--- config.mk ---
export PLATFORM = sky130hd
export DESIGN_NAME = rxh_ctrl
export DESIGN_NICKNAME = d
export VERILOG_FILES = /design/src/hw/rtl/rxh_pkg.sv /design/src/hw/rtl/rxh_ctrl.sv
export SDC_FILE = /design/constraint.sdc
export NUM_CORES = 1
export LEC_CHECK = 0
export CAP_MARGIN = 30
export CELL_PAD_IN_SITES_DETAIL_PLACEMENT = 1
export CELL_PAD_IN_SITES_GLOBAL_PLACEMENT = 2
export CORE_MARGIN = 4
export CORE_UTILIZATION = 35
export DETAILED_ROUTE_END_ITERATION = 16
export DONT_BUFFER_PORTS = 1
export GPL_ROUTABILITY_DRIVEN = 0
export PLACE_DENSITY = 0.74
export SYNTH_ARGS = -nofsm -noshare
export SYNTH_HDL_FRONTEND = slang
export SYNTH_SLANG_ARGS = --single-unit
--- constraint.sdc ---
create_clock -name clk -period 3.8 [get_ports clk]
set_input_delay 0.19 -clock clk [delete_from_list [all_inputs] [get_ports clk]]
set_output_delay 0.19 -clock clk [all_outputs]
set_load 0.005 [all_outputs]
--- src/hw/rtl/rxh_pkg.sv ---
// Shared types, constants and helpers for the rotate/xor 128-bit hash stream.
package rxh_pkg;

    localparam int unsigned BLOCK_WORDS = 12;
    localparam logic [30:0] SHORT_LIMIT_BYTES = 31'd192;
    localparam logic [63:0] FILL_CONST = 64'hdeadbeefdeadbeef;

    localparam logic [5:0] MIX_ROT [BLOCK_WORDS] = '{
        6'd11, 6'd32, 6'd43, 6'd31, 6'd17, 6'd28,
        6'd39, 6'd57, 6'd55, 6'd54, 6'd22, 6'd46
    };
    localparam logic [5:0] END_ROT [6] = '{6'd44, 6'd15, 6'd34, 6'd21, 6'd13, 6'd38};

    localparam logic [2:0] OP_NONE   = 3'd0;
    localparam logic [2:0] OP_WORD   = 3'd1;
    localparam logic [2:0] OP_SFIN1  = 3'd2;
    localparam logic [2:0] OP_SFIN2  = 3'd3;
    localparam logic [2:0] OP_ROT    = 3'd4;
    localparam logic [2:0] OP_ADDLEN = 3'd5;
    localparam logic [2:0] OP_MIX    = 3'd6;
    localparam logic [2:0] OP_END    = 3'd7;

    typedef struct packed {
        logic [2:0] op;
        logic       word_add;
        logic [3:0] step;
        logic       out_load;
    } rxh_cmd_t;

    typedef struct packed {
        logic short_now;
        logic nz;
        logic full;
    } rxh_status_t;

    function automatic logic [63:0] rotl(input logic [63:0] x, input logic [5:0] r);
        logic [127:0] tmp;
        tmp = {x, x} << r;
        return tmp[127:64];
    endfunction

endpackage

--- src/hw/rtl/rxh_ctrl.sv ---
// Controller: sequences word steps, block mixes, tail alignment and end rounds.
module rxh_ctrl
    import rxh_pkg::*;
(
    input  logic        clk,
    input  logic        rst_n,
    input  logic        in_valid,
    output logic        in_ready,
    input  logic        first,
    input  logic        last,
    input  rxh_status_t status,
    output rxh_cmd_t    cmd,
    output logic        out_valid,
    input  logic        out_ready
);

    localparam logic [2:0] S_IDLE  = 3'd0;
    localparam logic [2:0] S_SFIN1 = 3'd1;
    localparam logic [2:0] S_SFIN2 = 3'd2;
    localparam logic [2:0] S_ALIGN = 3'd3;
    localparam logic [2:0] S_MIX   = 3'd4;
    localparam logic [2:0] S_END   = 3'd5;
    localparam logic [2:0] S_EMIT  = 3'd6;

    localparam logic [3:0] LAST_SLOT = 4'(BLOCK_WORDS - 1);

    logic [2:0] state_reg, state_next;
    logic [3:0] idx_reg, idx_next;
    logic [3:0] cnt_reg, cnt_next;
    logic [1:0] rnd_reg, rnd_next;
    logic       last_pend_reg, last_pend_next;
    logic       final_reg, final_next;
    logic       out_valid_reg, out_valid_next;
    logic [3:0] idx_eff;
    logic       add;

    assign in_ready = (state_reg == S_IDLE);
    assign out_valid = out_valid_reg;

    always_comb
    begin
        idx_eff = first ? 4'd0 : idx_reg;
        add = !status.short_now && status.nz && !(idx_eff == LAST_SLOT && last && !status.full);
        state_next = state_reg;
        idx_next = idx_reg;
        cnt_next = cnt_reg;
        rnd_next = rnd_reg;
        last_pend_next = last_pend_reg;
        final_next = final_reg;
        out_valid_next = out_valid_reg && !out_ready;
        cmd = '0;
        cmd.op = OP_NONE;
        unique case (state_reg)
            S_IDLE:
            begin
                if (in_valid)
                begin
                    cmd.op = OP_WORD;
                    cmd.word_add = add;
                    if (status.short_now)
                    begin
                        idx_next = last ? 4'd0 : idx_eff;
                        if (last)
                        begin
                            state_next = S_SFIN1;
                        end
                    end
                    else if (add && idx_eff == LAST_SLOT)
                    begin
                        idx_next = 4'd0;
                        cnt_next = 4'd0;
                        final_next = 1'b0;
                        last_pend_next = last;
                        state_next = S_MIX;
                    end
                    else
                    begin
                        idx_next = add ? idx_eff + 4'd1 : idx_eff;
                        if (last)
                        begin
                            state_next = S_ALIGN;
                        end
                    end
                end
            end
            S_SFIN1:
            begin
                cmd.op = OP_SFIN1;
                state_next = S_SFIN2;
            end
            S_SFIN2:
            begin
                cmd.op = OP_SFIN2;
                state_next = S_EMIT;
            end
            S_ALIGN:
            begin
                if (idx_reg == 4'd0)
                begin
                    cmd.op = OP_ADDLEN;
                    final_next = 1'b1;
                    cnt_next = 4'd0;
                    state_next = S_MIX;
                end
                else
                begin
                    cmd.op = OP_ROT;
                    idx_next = (idx_reg == LAST_SLOT) ? 4'd0 : idx_reg + 4'd1;
                end
            end
            S_MIX:
            begin
                cmd.op = OP_MIX;
                cmd.step = cnt_reg;
                if (cnt_reg == LAST_SLOT)
                begin
                    cnt_next = 4'd0;
                    rnd_next = 2'd0;
                    if (final_reg)
                    begin
                        state_next = S_END;
                    end
                    else if (last_pend_reg)
                    begin
                        state_next = S_ALIGN;
                    end
                    else
                    begin
                        state_next = S_IDLE;
                    end
                end
                else
                begin
                    cnt_next = cnt_reg + 4'd1;
                end
            end
            S_END:
            begin
                cmd.op = OP_END;
                cmd.step = cnt_reg;
                if (cnt_reg == 4'd5)
                begin
                    cnt_next = 4'd0;
                    if (rnd_reg == 2'd2)
                    begin
                        state_next = S_EMIT;
                    end
                    else
                    begin
                        rnd_next = rnd_reg + 2'd1;
                    end
                end
                else
                begin
                    cnt_next = cnt_reg + 4'd1;
                end
            end
            S_EMIT:
            begin
                if (!out_valid_reg || out_ready)
                begin
                    cmd.out_load = 1'b1;
                    out_valid_next = 1'b1;
                    idx_next = 4'd0;
                    state_next = S_IDLE;
                end
            end
            default:
            begin
                state_next = S_IDLE;
            end
        endcase
    end

    always_ff @(posedge clk or negedge rst_n)
    begin
        if (!rst_n)
        begin
            state_reg <= S_IDLE;
            idx_reg <= 4'd0;
            cnt_reg <= 4'd0;
            rnd_reg <= 2'd0;
            last_pend_reg <= 1'b0;
            final_reg <= 1'b0;
            out_valid_reg <= 1'b0;
        end
        else
        begin
            state_reg <= state_next;
            idx_reg <= idx_next;
            cnt_reg <= cnt_next;
            rnd_reg <= rnd_next;
            last_pend_reg <= last_pend_next;
            final_reg <= final_next;
            out_valid_reg <= out_valid_next;
        end
    end

endmodule

==> out/qor.yml <==
status: "finished clean"
clock_sinks: 16
die_area_mm2: 0.00473
endpoint_kind: "flop"
synthMuxAreaShare_pct: 1.74
tns_ns: 0
yosysSeqAreaShare_pct: 30.9
drt-pass1-iter-count: 4
yosysTopAreaCellShare_pct: 30.9
period_share_pct: 59.6
top_usage_layer: "met2"
synth.distinct_cells: 46
cts_tree: "yes"
worst_slew_pin_slew_ns: 0.813
grt_overflow_total: 0
synth_flop_cell: "dfrtp_1"
fill_cells: 426
grt_pass1_vias: 1200
async_flop_share_pct: 100
syn_area_mm2: 0.00129
worstPathRequired_ns: 3.94
period_needed_ns: 2.27
ctsHtreeMaxLevel: 1
worstPathArrival_ns: 2.40
hold_viol_final: 0
start_kind: "flop"
yosys.area_share.xor_xnor_pct: 2.03
vias: 1165
syn_to_final_growth_pct: 6.29
critPathKind: "reg2reg"
ys_warn_count: 0
port_buffers: 0
use_met3_pct: 4.05
regToRegSetupSlack_ns: 1.53
avgSynthCellArea_um2: 8.19
grt_pass1_wl_mm: 5.78
rsz0062_at_grt: "false"
gr-usage-met1_pct: 23.4
p_leak_nw: 0.562
finalNonFillerCells: 202
synthCells: 158
grt_max_degree: 24
clk_latency_ns: 0.26
grt_use_met2_pct: 24.3
coreArea_mm2: 0.00344
num_antenna_cells: 0
synthAdderAreaFrac_pct: 5.80
grt_usage_pct: 16.3
synth_compound_area_share_pct: 26.3
cts_buffer_depth: 2
cts_resized: 0
start_util_pct: 37.6
cts_root_buffer: "clkbuf_8"
drtIter0Drc: 67
final_cell_mix: "16 x o21ai_0, 16 x dfrtp_1, 15 x nor2_1"
synth_top_family_by_area: "simple AND/OR/NAND/NOR gates"
slowest_stage: "dfrtp_1"
ys_top_cells_by_area: "dfrtp_1 31%, o21ai_0 6.2%, ha_1 5.8%, nor2_1 4.4%, a21oi_1 4.3%"
clock_skew_ns: 0.00517
die_height_um: 68.8
pin_count: 20
hold_class: "in2reg"
postRouteAntennaNets: 0
wl_per_cell_um: 16.9
post-route-drc-count: 0
vias_per_cell: 5.77
numCtsBuffers: 3
drive_above_1_share_pct: 5.13
drt_wl_total_mm: 3.42
die_w_um: 68.8
synth-simple-area-share_pct: 29.0
yosysTopAreaCell: "dfrtp_1"
finalNetCount: 173
syn_nets: 173
clock.fmax_mhz: 441
drv_slew: 0
setup_violations: 0
row_count: 21
peakVddDrop_mv: 0.263
cap_violations: 0
placedCellCount: 198
synth_seq_cells: 16
place_hpwl_mm: 2.56
antenna_found_initial: 0
synth_edf_count: 0
relSlewSlack_pct: 45.6
clkTransAtPathRegs_ns: 0.06
power_density_mw_per_mm2: 665
crit_fanout: 21
critPathMaxStageDelay_ns: 0.75
path_cells: "and4b_1, nor2_1, o311a_1, a211oi_2, mux2_2"
-- layout make-up --
| type | instances | area (µm²) | area share, % |
|---|---|---|---|
| tap | 46 | 57.6 | 4.19 |
| sequential | 16 | 400 | 29.1 |
| inverter | 7 | 26.3 | 1.91 |
| timing repair buffer | 1 | 10.0 | 0.728 |
| multi-input combinational | 129 | 840 | 61.1 |
| clock buffer | 3 | 41.3 | 3.00 |
-- critical path: cells and delay by family, from the launching register on --
kind | cells | cell delay [ns]
multiplexers | 1 | 0.36
AO/OA/AOI/OAI | 2 | 0.64
flip-flops | 1 | 0.75
AND/OR/NAND/NOR | 2 | 0.40
-- per-stage QoR --
step                      total power [mW]  utilization (%)  worst slack (ns)  instance area, µm²  hold WS (ns)
after detailed placement             0.785             38.5              1.52                1320        -0.105
final                                0.915             39.9              1.53                1380        0.0960
after CTS                            0.926             39.9              1.52                1380        0.0943
after global placement               0.772             38.5              1.60                1320        -0.105
after global routing                  1.01             39.9              1.30                1380         0.119
after floorplan                      0.688                -              1.89                1290        -0.106
-- cell families after synthesis --
| kind of cell | after synthesis |
|---|---|
| AO/OA/AOI/OAI | 52 |
| buffers and inverters | 13 |
| adder cells (fa/ha/maj) | 6 |
| multiplexers | 2 |
| flip-flops | 16 |
| AND/OR/NAND/NOR | 66 |
| XOR/XNOR | 3 |
-- metal layers --
| metal | share of wire [%] | vias up |
|---|---|---|
| met5 | 0 | - |
| met4 | 1.0 | 0 |
| met3 | 4.3 | 4 |
| met2 | 43 | 17 |
| met1 | 52 | 558 |
| li1 | - | 586 |
-- where the power goes --
part,switching (mW),internal (mW),total [mW],leakage [nW]
Combinational,0.227,0.191,0.418,0.341
Sequential,0.135,0.231,0.366,0.199
Clock,0.0610,0.0705,0.131,0.0216
Total,0.423,0.492,0.915,0.562
-- cells in the mapped netlist (2+ instances only) --
library cell  count
nand2b_1          6
nand3_1           7
nand2_1           9
o221ai_1          3
buf_2             4
nand3b_1          3
a22o_1            2
and2_1            3
dfrtp_1          16
a31oi_1           4
ha_1              6
o21ai_0          16
o31ai_1           2
a211oi_1          2
nor3_1            7
nor2_1           15
nor2b_1           6
a221o_1           2
inv_1             7
a21oi_1          11
xnor2_1           2
-- worst paths after layout --
check | end | start | cells past startpoint
max in group asynchronous | state_reg[0] | rst_n | 1
min in group asynchronous | idx_reg[3] | rst_n | 1
worst max register to register | state_reg[0] | state_reg[0] | 5
worst min register to register | cnt_reg[3] | cnt_reg[3] | 1
worst max-delay path | state_reg[0] | state_reg[0] | 5
worst min-delay path | last_pend_reg | last | 2
-- what timing repair did --
item                                   4_1_cts  5_1_grt
hold buffers                                 1        0
setup buffers                                0        0
endpoints found under the hold margin       16        0
Note: power is estimated with default switching activity, not from simulation.
